## src/fl2n_pkg.sv

```systemverilog
// shared constants and types for the float l2 norm accumulator
`default_nettype none
package fl2n_pkg;
	localparam logic [31:0] CANON_NAN = 32'h7FC0_0000;
	localparam logic [31:0] POS_INF = 32'h7F80_0000;
	localparam logic [31:0] POS_ZERO = 32'h0000_0000;

	typedef struct packed {
		logic        done;
		logic [31:0] bits;
	} sqrt_stat_t;

	function automatic logic is_nan(input logic [31:0] u);
		return (u[30:23] == 8'hFF) && (u[22:0] != 23'd0);
	endfunction
endpackage
`default_nettype wire

```

## src/fl2n_sqrt.sv

```systemverilog
// bit-serial correctly rounded single-precision square root
`default_nettype none
module fl2n_sqrt (
	input  wire logic                clk,
	input  wire logic                arst_n,
	input  wire logic                start,
	input  wire logic [31:0]         in_bits,
	output fl2n_pkg::sqrt_stat_t     stat
);
	typedef enum logic [1:0] {S_IDLE, S_NORM, S_ITER, S_DONE} state_t;

	state_t              state_q;
	logic                done_q;
	logic [31:0]         bits_q;
	logic [23:0]         m_q;
	logic signed [9:0]   p_q;
	logic [50:0]         num_q;
	logic [50:0]         res_q;
	logic [50:0]         bit_q;

	logic [50:0]         trial;
	logic [25:0]         madj;
	logic signed [9:0]   padj;
	logic signed [9:0]   bexp;
	logic [24:0]         q;
	logic [24:0]         qr;
	logic                inc;

	always_comb begin
		trial = res_q + bit_q;
		if (p_q[0]) begin
			madj = {1'b0, m_q, 1'b0};
			padj = p_q - 10'sd1;
		end else begin
			madj = {m_q, 2'b00};
			padj = p_q - 10'sd2;
		end
		bexp = (p_q >>> 1) + 10'sd139;
		q = res_q[25:1];
		inc = res_q[0] & ((num_q != 51'd0) | q[0]);
		qr = q + 25'(inc);
	end

	always_ff @(posedge clk or negedge arst_n) begin
		if (!arst_n) begin
			state_q <= S_IDLE;
			done_q <= 1'b0;
		end else begin
			unique case (state_q)
				S_IDLE: begin
					if (start) begin
						if (fl2n_pkg::is_nan(in_bits)) begin
							bits_q <= fl2n_pkg::CANON_NAN;
							done_q <= 1'b1;
						end else if (in_bits[30:0] == 31'd0) begin
							bits_q <= in_bits;
							done_q <= 1'b1;
						end else if (in_bits[31]) begin
							bits_q <= fl2n_pkg::CANON_NAN;
							done_q <= 1'b1;
						end else if (in_bits[30:23] == 8'hFF) begin
							bits_q <= in_bits;
							done_q <= 1'b1;
						end else if (in_bits[30:23] == 8'd0) begin
							m_q <= {1'b0, in_bits[22:0]};
							p_q <= -10'sd149;
							done_q <= 1'b0;
							state_q <= S_NORM;
						end else begin
							m_q <= {1'b1, in_bits[22:0]};
							p_q <= $signed({2'b00, in_bits[30:23]}) - 10'sd150;
							done_q <= 1'b0;
							state_q <= S_NORM;
						end
					end else begin
						done_q <= 1'b0;
					end
				end
				S_NORM: begin
					if (m_q[23]) begin
						num_q <= {1'b0, madj, 24'd0};
						p_q <= padj;
						res_q <= '0;
						bit_q <= 51'd1 << 50;
						state_q <= S_ITER;
					end else begin
						m_q <= {m_q[22:0], 1'b0};
						p_q <= p_q - 10'sd1;
					end
				end
				S_ITER: begin
					if (num_q >= trial) begin
						num_q <= num_q - trial;
						res_q <= (res_q >> 1) + bit_q;
					end else begin
						res_q <= res_q >> 1;
					end
					bit_q <= bit_q >> 2;
					if (bit_q[0]) begin
						state_q <= S_DONE;
					end
				end
				S_DONE: begin
					if (qr[24]) begin
						bits_q <= {1'b0, 8'(bexp + 10'sd1), 23'd0};
					end else begin
						bits_q <= {1'b0, bexp[7:0], qr[22:0]};
					end
					done_q <= 1'b1;
					state_q <= S_IDLE;
				end
				default: begin
					done_q <= 1'b0;
					state_q <= S_IDLE;
				end
			endcase
		end
	end

	assign stat.done = done_q;
	assign stat.bits = bits_q;
endmodule
`default_nettype wire

```

## src/float_l2_norm_accumulator.sv

```systemverilog
// top level: sequential float sum of squares with optional square root
`default_nettype none
// Items are taken in the steps accept, square, round, accumulate, a new one
// only after accumulate; the running sum is a loop through the one multiplier
// and the one adder. A last item then loads the output register, waiting while
// an unread result is held. With take_root set, the bit-serial square root
// normalizes, takes 26 digit steps and rounds; zero, infinity or NaN skip them.
// The next item is accepted while a result waits on the output register.
module float_l2_norm_accumulator (
	input  wire logic        clk,
	input  wire logic        arst_n,
	input  wire logic        s_tvalid,
	output logic             s_tready,
	input  wire logic [31:0] s_tdata, // element_bits
	input  wire logic        s_tlast, // last_element
	output logic             m_tvalid,
	input  wire logic        m_tready,
	output logic [31:0]      m_tdata, // result_bits
	input  wire logic        cfg_we,
	input  wire logic        cfg_wdata
);
	typedef enum logic [2:0] {ST_IDLE, ST_MUL, ST_RND, ST_ADD, ST_SQRT, ST_FIN} state_t;
	typedef enum logic [1:0] {SP_NORM, SP_ZERO, SP_INF, SP_NAN} spec_t;

	state_t              state_q;
	logic                take_root_q;
	logic                last_q;
	logic [31:0]         x_q;
	logic [47:0]         prod_s1;
	logic signed [11:0]  pe_s1;
	spec_t               spec_s1;
	logic [31:0]         sq_s2;
	logic [31:0]         sum_q;
	logic [31:0]         res_q;
	logic                start_q;
	logic                m_tvalid_q;
	logic [31:0]         m_tdata_q;
	fl2n_pkg::sqrt_stat_t sqrt_stat;

	logic [31:0]         sum_next;
	logic [31:0]         sq_next;

	function automatic logic [31:0] round_pack(input logic signed [11:0] e,
		input logic [25:0] w);
		logic [11:0] sh;
		logic [25:0] ws;
		logic [25:0] shifted;
		logic        st;
		logic [10:0] eb;
		logic [23:0] keep;
		logic        inc;
		logic [34:0] val;
		ws = w;
		eb = '0;
		if (e < 12'sd1) begin
			sh = 12'(12'sd1 - e);
			if (sh > 12'd26) begin
				shifted = '0;
				st = |w;
			end else begin
				shifted = w >> sh;
				st = (w & ~(26'h3FF_FFFF << sh)) != 26'd0;
			end
			ws = {shifted[25:1], shifted[0] | st};
		end else begin
			eb = 11'(e - 12'sd1);
		end
		keep = ws[25:2];
		inc = ws[1] & (ws[0] | keep[0]);
		val = 35'({eb, 23'd0}) + 35'(keep) + 35'(inc);
		if (val >= 35'(fl2n_pkg::POS_INF)) begin
			return fl2n_pkg::POS_INF;
		end
		return val[31:0];
	endfunction

	// square rounding
	always_comb begin
		unique case (spec_s1)
			SP_ZERO: sq_next = fl2n_pkg::POS_ZERO;
			SP_INF:  sq_next = fl2n_pkg::POS_INF;
			SP_NAN:  sq_next = fl2n_pkg::CANON_NAN;
			default: begin
				if (prod_s1[47]) begin
					sq_next = round_pack(pe_s1 + 12'sd1,
						{prod_s1[47:24], prod_s1[23], |prod_s1[22:0]});
				end else begin
					sq_next = round_pack(pe_s1,
						{prod_s1[46:23], prod_s1[22], |prod_s1[21:0]});
				end
			end
		endcase
	end

	// addition of two non-negative floats
	logic [7:0]  ea, eb2, ebig, d;
	logic [23:0] ma, mb, mbig, msml;
	logic [26:0] mbx, al;
	logic        ast;
	logic [27:0] s28;
	logic [26:0] s27;
	logic signed [11:0] esum;

	always_comb begin
		ast = 1'b0;
		ea = (sum_q[30:23] == 8'd0) ? 8'd1 : sum_q[30:23];
		eb2 = (sq_s2[30:23] == 8'd0) ? 8'd1 : sq_s2[30:23];
		ma = {sum_q[30:23] != 8'd0, sum_q[22:0]};
		mb = {sq_s2[30:23] != 8'd0, sq_s2[22:0]};
		if (ea >= eb2) begin
			ebig = ea; mbig = ma; msml = mb; d = ea - eb2;
		end else begin
			ebig = eb2; mbig = mb; msml = ma; d = eb2 - ea;
		end
		mbx = {msml, 3'b000};
		if (d >= 8'd27) begin
			al = {26'd0, |mbx};
		end else begin
			ast = (mbx & ~(27'h7FF_FFFF << d)) != 27'd0;
			al = (mbx >> d) | 27'(ast);
		end
		s28 = {1'b0, mbig, 3'b000} + {1'b0, al};
		if (s28[27]) begin
			s27 = {s28[27:2], s28[1] | s28[0]};
			esum = $signed({4'd0, ebig}) + 12'sd1;
		end else begin
			s27 = s28[26:0];
			esum = $signed({4'd0, ebig});
		end
		if (fl2n_pkg::is_nan(sum_q) || fl2n_pkg::is_nan(sq_s2)) begin
			sum_next = fl2n_pkg::CANON_NAN;
		end else if (sum_q[30:23] == 8'hFF || sq_s2[30:23] == 8'hFF) begin
			sum_next = fl2n_pkg::POS_INF;
		end else begin
			sum_next = round_pack(esum, {s27[26:2], |s27[1:0]});
		end
	end

	fl2n_sqrt u_sqrt (
		.clk     (clk),
		.arst_n  (arst_n),
		.start   (start_q),
		.in_bits (sum_q),
		.stat    (sqrt_stat)
	);

	always_ff @(posedge clk or negedge arst_n) begin
		if (!arst_n) begin
			state_q <= ST_IDLE;
			take_root_q <= 1'b1;
			sum_q <= fl2n_pkg::POS_ZERO;
			start_q <= 1'b0;
			m_tvalid_q <= 1'b0;
		end else begin
			start_q <= (state_q == ST_ADD) && last_q && take_root_q;
			if (cfg_we) begin
				take_root_q <= cfg_wdata;
			end
			if (m_tvalid_q && m_tready && state_q != ST_FIN) begin
				m_tvalid_q <= 1'b0;
			end
			unique case (state_q)
				ST_IDLE: begin
					if (s_tvalid) begin
						x_q <= s_tdata;
						last_q <= s_tlast;
						state_q <= ST_MUL;
					end
				end
				ST_MUL: begin
					prod_s1 <= {1'b1, x_q[22:0]} * {1'b1, x_q[22:0]};
					pe_s1 <= $signed({3'd0, x_q[30:23], 1'b0}) - 12'sd127;
					if (x_q[30:23] == 8'hFF) begin
						spec_s1 <= (x_q[22:0] != 23'd0) ? SP_NAN : SP_INF;
					end else if (x_q[30:23] == 8'd0) begin
						spec_s1 <= SP_ZERO;
					end else begin
						spec_s1 <= SP_NORM;
					end
					state_q <= ST_RND;
				end
				ST_RND: begin
					sq_s2 <= sq_next;
					state_q <= ST_ADD;
				end
				ST_ADD: begin
					sum_q <= sum_next;
					res_q <= sum_next;
					if (!last_q) begin
						state_q <= ST_IDLE;
					end else if (take_root_q) begin
						state_q <= ST_SQRT;
					end else begin
						state_q <= ST_FIN;
					end
				end
				ST_SQRT: begin
					if (sqrt_stat.done) begin
						res_q <= sqrt_stat.bits;
						state_q <= ST_FIN;
					end
				end
				ST_FIN: begin
					if (!m_tvalid_q || m_tready) begin
						m_tvalid_q <= 1'b1;
						m_tdata_q <= fl2n_pkg::is_nan(res_q) ? fl2n_pkg::CANON_NAN : res_q;
						sum_q <= fl2n_pkg::POS_ZERO;
						state_q <= ST_IDLE;
					end
				end
				default: state_q <= ST_IDLE;
			endcase
		end
	end

	assign s_tready = (state_q == ST_IDLE);
	assign m_tvalid = m_tvalid_q;
	assign m_tdata = m_tdata_q;
endmodule
`default_nettype wire

```

## config.mk

```make
export PLATFORM = sky130hd
export DESIGN_NAME = float_l2_norm_accumulator
export DESIGN_NICKNAME = d
export VERILOG_FILES = /design/src/fl2n_pkg.sv /design/src/fl2n_sqrt.sv /design/src/float_l2_norm_accumulator.sv
export SDC_FILE = /design/constraint.sdc
export NUM_CORES = 2
export LEC_CHECK = 0
export BUFFER_PORTS_ARGS = -buffer_cell sky130_fd_sc_hd__clkbuf_2
export CAP_MARGIN = 15
export CORE_ASPECT_RATIO = 1.2
export CORE_MARGIN = 4
export CORE_UTILIZATION = 44
export CTS_CLUSTER_DIAMETER = 30
export DETAILED_ROUTE_END_ITERATION = 6
export MAX_ROUTING_LAYER = met4
export PLACE_DENSITY = 0.62
export SETUP_SLACK_MARGIN = 0.1
export SYNTH_ARGS = -nofsm -noshare
export SYNTH_HDL_FRONTEND = slang
export SYNTH_SLANG_ARGS = --single-unit
```

## constraint.sdc

```tcl
create_clock -name clk -period 19.2 [get_ports clk]
set_clock_uncertainty 0.1 [all_clocks]
set_input_delay 5.76 -clock clk [delete_from_list [all_inputs] [get_ports clk]]
set_output_delay 5.76 -clock clk [all_outputs]
set_load 0.01 [all_outputs]
```

## Word-level counts from Yosys, hierarchy flattened

Index checks and enable logic that the tools add are counted.
Widths: inputs -> output; s select.

- Register bits: 447
- Output and inout port bits: 34

- $lt $le $gt $ge: 12
- $add $sub $neg: 27
- $mul: 1
- Bitwise gates (word level): 21
- Equality and inequality tests: 29
- Reductions and logical operators: 54
- Shift-type cells: 8
- Mux-type cells: 133

Operators with widths:

| cell | count |
|---|---|
| $mux 26 | 22 |
| $mux 32 | 11 |
| $pmux 51 s2 | 3 |
| $mux 51 | 5 |
| $mux 24 | 9 |
| $pmux 32 s2 | 3 |
| $mux 31 | 6 |
| $add 34x24->35 | 3 |
| $add 35x1->35 | 3 |
| $ge 35x31->1 const B | 3 |
| $mux 11 | 9 |
| $pmux 31 s3 | 1 |
| $reduce_bool 23->1 | 4 |
| $mux 10 | 8 |
| $and 26x26->26 | 3 |
| $not 26->26 | 3 |
| $reduce_bool 26->1 | 3 |
| $shl 26x12->26 const A | 3 |
| $shr 26x12->26 | 3 |
| $mux 27 | 2 |
| $add 50x51->51 | 1 |
| $add 51x51->51 | 1 |
| $ge 51x51->1 | 1 |
| $reduce_bool 51->1 | 1 |
| other kinds (74) | 174 |

## Depth between registers and ports, before layout

- Word-level depth: 36
- Depth in mapped cells: 57
- Mapped depth without buffers: 46

## By module

A second synthesis with hierarchy kept.

- Cells, all modules: 5949
- Area total of the unflattened synthesis: 52775.6 µm²

By module, submodules not included:

| module | area each (µm²) | cells each | times used | sequential area each (µm²) |
|---|---|---|---|---|
| float_l2_norm_accumulator | 37096.8 | 4261 | 1 | 6507.5 |
| fl2n_sqrt | 15678.8 | 1688 | 1 | 5870.6 |

## Worst setup path before layout

No wires, ideal clock.

- Path type: input to register
- Start point: input arst_n
- End point: register pe_s1[1], enable pin
- Setup time: 0.620 ns
- Stages: 1
- Buffers on the path: 0
- Slack: 7.153 ns
- Data arrival time: 11.327 ns
- Data required time: 18.480 ns
- Cells stage by stage: nor4bb_1

- Word-level cells in the longest chain between the ends: 1

RTL lines:

| what | RTL line | source |
|---|---|---|
| from (decl) | float_l2_norm_accumulator.sv:11 | `input wire logic arst_n,` |
| $reduce_and 2->1 (no line) | - |  |
| to (signal assigned) | float_l2_norm_accumulator.sv:172 | `pe_s1 <= $signed({3'd0, x_q[30:23], 1'b0}) - 12'sd127;` |
| to (decl) | float_l2_norm_accumulator.sv:30 | `logic signed [11:0] pe_s1;` |

No other way between the ends.
A chain may end at the register's enable or synchronous reset.

## Worst setup path after layout

- Start point: register sum_q[25]
- End point: register res_q[4], data pin

- Word-level cells in the longest chain between the ends: 36
- Elaborated cells on any way between the ends: 66
- Those cells by class: add/sub: 8; order compare: 5; eq/ne: 1; shift: 4; mux: 29; bitwise: 9; reduce/logical: 10

RTL lines:

| what | RTL line | source |
|---|---|---|
| from (decl) | float_l2_norm_accumulator.sv:33 | `logic [31:0] sum_q;` |
| from (signal assigned) | float_l2_norm_accumulator.sv:151 | `sum_q <= fl2n_pkg::POS_ZERO;` |
| from (signal assigned) | float_l2_norm_accumulator.sv:187 | `sum_q <= sum_next;` |
| from (signal assigned) | float_l2_norm_accumulator.sv:207 | `sum_q <= fl2n_pkg::POS_ZERO;` |
| parallel branches: the longest is 34 deep, another holds $add 27x27->28 | - |  |
| $mux 32 * | float_l2_norm_accumulator.sv:130 | `if (fl2n_pkg::is_nan(sum_q) \|\| fl2n_pkg::is_nan(sq_s2)) begin` |
| $pmux 32 s2 * | float_l2_norm_accumulator.sv:162 | `unique case (state_q)` |
| to (signal assigned) | float_l2_norm_accumulator.sv:188 | `res_q <= sum_next;` |
| to (signal assigned) | float_l2_norm_accumulator.sv:199 | `res_q <= sqrt_stat.bits;` |
| to (decl) | float_l2_norm_accumulator.sv:34 | `logic [31:0] res_q;` |

Every way passes the cells marked *. The select of a mux whose other input is x is not followed.

==> impl_metrics.py <==
metrics = {
    "run_status": {
        "status": "finished, violations left",
        "violations": "DRC",
    },
    "routing": {
        "wl_met2_um": 78200,
        "wl_met3_um": 8400,
        "vias": 42600,
        "avgRoutedWirePerCell_um": 21.5,
        "vias_per_cell": 5.84,
        "drt-met1-wl_um": 61800,
        "routed_wl_um": 157000,
        "drt-initial-drc-count": 3464,
        "drt_first_pass_iters": 7,
        "drc_errors": 2,
        "drtAntennaViolNets": 0,
        "top_layer": "met4",
    },
    "yosys": {
        "yosysWarnings": 0,
        "syn_nets": 6544,
        "synthTopCellsByCount": "inv_1 (587), nand2_1 (569), nor2_1 (478)",
        "synth_largest_area_cell": "edfxtp_1",
        "ys_ff_latch": 419,
        "ys_types": 106,
        "synth_edf_count": 378,
        "yosysTopAreaCellShare": 0.222,
        "avgSynthCellArea_um2": 8.88,
        "synth_most_common_cell": "inv_1",
        "synthCells": 5747,
        "seq_area_frac_synth": 0.243,
        "mappedNetlistArea_um2": 51000,
        "ys_top_cells_by_area": "edfxtp_1 (22%), fa_1 (17%), ha_1 (8.1%)",
        "async_reset_ff_frac": 0.0979,
        "synth_ff_type": "edfxtp_1",
    },
    "clock_tree": {
        "htreeDepth": 3,
        "cts_buffers": 106,
        "cts_resized": 0,
        "cts_tree": "built",
        "clock_latency_ns": 0.70,
        "cts_root_buf": "clkbuf_16",
        "cts_num_sinks": 419,
        "path_clk_slew_ns": 0.05,
        "postCtsHoldBufs": 0,
        "post_cts.repair.setup_buffers": 0,
        "clock_path_buffers": 3,
    },
    "finish": {
        "area_growth_pct": 10.8,
        "antenna_cells": 0,
        "nNetsFinal": 6488,
        "drive_gt1_frac": 0.0848,
    },
    "grt": {
        "overflow": 0,
        "gr-usage-all-layers": 0.261,
        "grt_pass1_wl_um": 245000,
        "grt_max_degree": 79,
        "grt_pass1_vias": 42900,
        "antenna_found_initial": 0,
    },
    "hold_path": {
        "min_path_cells": 0,
        "hp-class": "flop to flop",
    },
    "worst_setup_path": {
        "endpoint": "res_q[4]",
        "crit_required_ns": 19.51,
        "critPathLaunch": "sum_q[25]",
        "cp_slowest_cell": "nor4_1",
        "rr_startpoint": "sum_q[25]",
        "max_stage_delay_ns": 0.87,
        "critPathMaxFanout": 55,
        "cp-start-kind": "flop",
        "worst_setup_path_end_kind": "flop",
        "r2r_cells": 41,
        "reg2reg_slack_ns": 4.18,
        "critPathMostFrequentCell": "buf_4",
        "r2r_end": "res_q[4]",
        "arrival_ns": 15.33,
        "path_class": "flop to flop",
    },
    "floorplan": {
        "num_rows": 136,
        "die_area_um2": 121000,
        "core_area_um2": 115000,
        "ios": 73,
        "die_h_um": 381,
        "die_w_um": 319,
        "initial_core_util": 0.444,
    },
    "place": {
        "numPortBuffers": 71,
        "place.gp.congestion": 0.980,
        "dp_hpwl_um": 121000,
    },
    "timing": {
        "finalCritPeriodShare": 0.783,
        "period_needed_ns": 15.02,
        "finalSetupTns_ns": 0,
        "setup_viol": 0,
        "slew_violations": 0,
        "fmax_ghz": 0.0666,
        "hold_viol_final": 0,
        "slew_headroom": 0.225,
        "worst_pin_slew_ns": 1.16,
        "rsz0062_at_grt": "no",
    },
    "job": {
        "timing.max_cap.violations": 0,
    },
}
## registers in the layout (all words and copies together), names as in the netlist
name	flops
u_sqrt.p_q	9
pe_s1	9
u_sqrt.num_q	51
res_q	32
prod_s1	47
sq_s2	31
m_tdata	32
u_sqrt.bit_q	26
last_q	1
u_sqrt.res_q	51
take_root_q	1
state_q	3
m_tvalid	1
spec_s1	2
u_sqrt.m_q	24
u_sqrt.done_q	1
x_q	31
sum_q	32
u_sqrt.state_q	2
u_sqrt.bits_q	32
start_q	1
## cells by family (layout without fill, tap and decap cells)
group           Yosys count  count (layout)  synth area share
buf+inv                 916             947            0.0685
flops                   419             419             0.243
compound gates         1271            1271             0.164
fa+ha+maj               762             762             0.250
simple gates           1890            1890             0.178
mux                     132             132            0.0357
xor+xnor                357             357            0.0616
## final cells by class
| class | count | area [um2] |
|---|---|---|
| clock buffers | 117 | 2740 |
| clock inverters | 78 | 962 |
| fillers | 10900 | 58400 |
| inverters | 594 | 2230 |
| multi-input cells | 4412 | 35300 |
| flip-flops and latches | 419 | 12400 |
| well taps | 1518 | 1900 |
| repair buffers | 158 | 1020 |
## layout by cell type, fill, tap and decap left out, drive strengths merged, types with 20 or more instances in the layout
| cell | count |
|---|---|
| a211oi | 70 |
| nand4 | 54 |
| o211ai | 33 |
| nor2 | 478 |
| o22ai | 68 |
| nor3 | 117 |
| inv | 598 |
| a31o | 28 |
| a32o | 44 |
| a21oi | 299 |
| ha | 331 |
| mux4 | 38 |
| or3 | 37 |
| fa | 427 |
| o21ai | 295 |
| clkinv | 51 |
| nor2b | 67 |
| mux2i | 74 |
| clkbuf | 188 |
| xnor2 | 200 |
| nand2b | 38 |
| buf | 87 |
| nand3 | 121 |
| a31oi | 75 |
| edfxtp | 378 |
| nand2 | 570 |
| dfrtp | 40 |
| o21a | 29 |
| a21o | 66 |
| mux2 | 20 |
| nor4 | 60 |
| and2 | 208 |
| or2 | 26 |
| and3 | 44 |
| o31ai | 33 |
| o21bai | 26 |
| xor2 | 157 |
## metal layers
| layer | vias to the layer above | GRT usage |
|---|---|---|
| met3 | 431 | 0.0295 |
| met2 | 1473 | 0.449 |
| li1 | 20000 | - |
| met1 | 20700 | 0.305 |
| met5 | - | - |
| met4 | 0 | 0.123 |
## stage by stage
stage | cells | setup slack, ns | hold slack [ns] | util | cell area (um2)
floorplan | 5747 | 7.15 | 0.350 | - | 51000
global placement | 7100 | 4.41 | 0.335 | 0.460 | 52800
detailed placement | 7101 | 4.47 | 0.334 | 0.460 | 52800
CTS | 7296 | 4.42 | 0.346 | 0.492 | 56500
global route | 7296 | 3.48 | 0.359 | 0.492 | 56500
finish | 7296 | 4.18 | 0.345 | 0.492 | 56500
## worst max-delay path: cells and delay by family (launching register included)
family / cells / cell delay, ns
DFF: 1 / 0.76
and+or+nand+nor: 14 / 6.28
muxes: 1 / 0.41
buffers and inverters: 7 / 1.88
xor gates and xnor gates: 2 / 0.39
AOI/OAI and AO/OA: 13 / 3.54
adders and majority gates: 4 / 1.31
## worst min path at each step
stage                             end  startpoint  slack (ns)
after floorplan              pe_s1[4]     x_q[26]        0.35
after global placement    m_tdata[28]   res_q[28]        0.34
after detailed placement  m_tdata[23]   res_q[23]        0.33
after CTS                 m_tdata[23]   res_q[23]        0.35
after global routing      m_tdata[25]   res_q[25]        0.36
final                     m_tdata[23]   res_q[23]        0.35
Power is left out: the tool's default activity adds up to more than one toggle a clock period on the data nets, which glitch-free logic cannot reach.
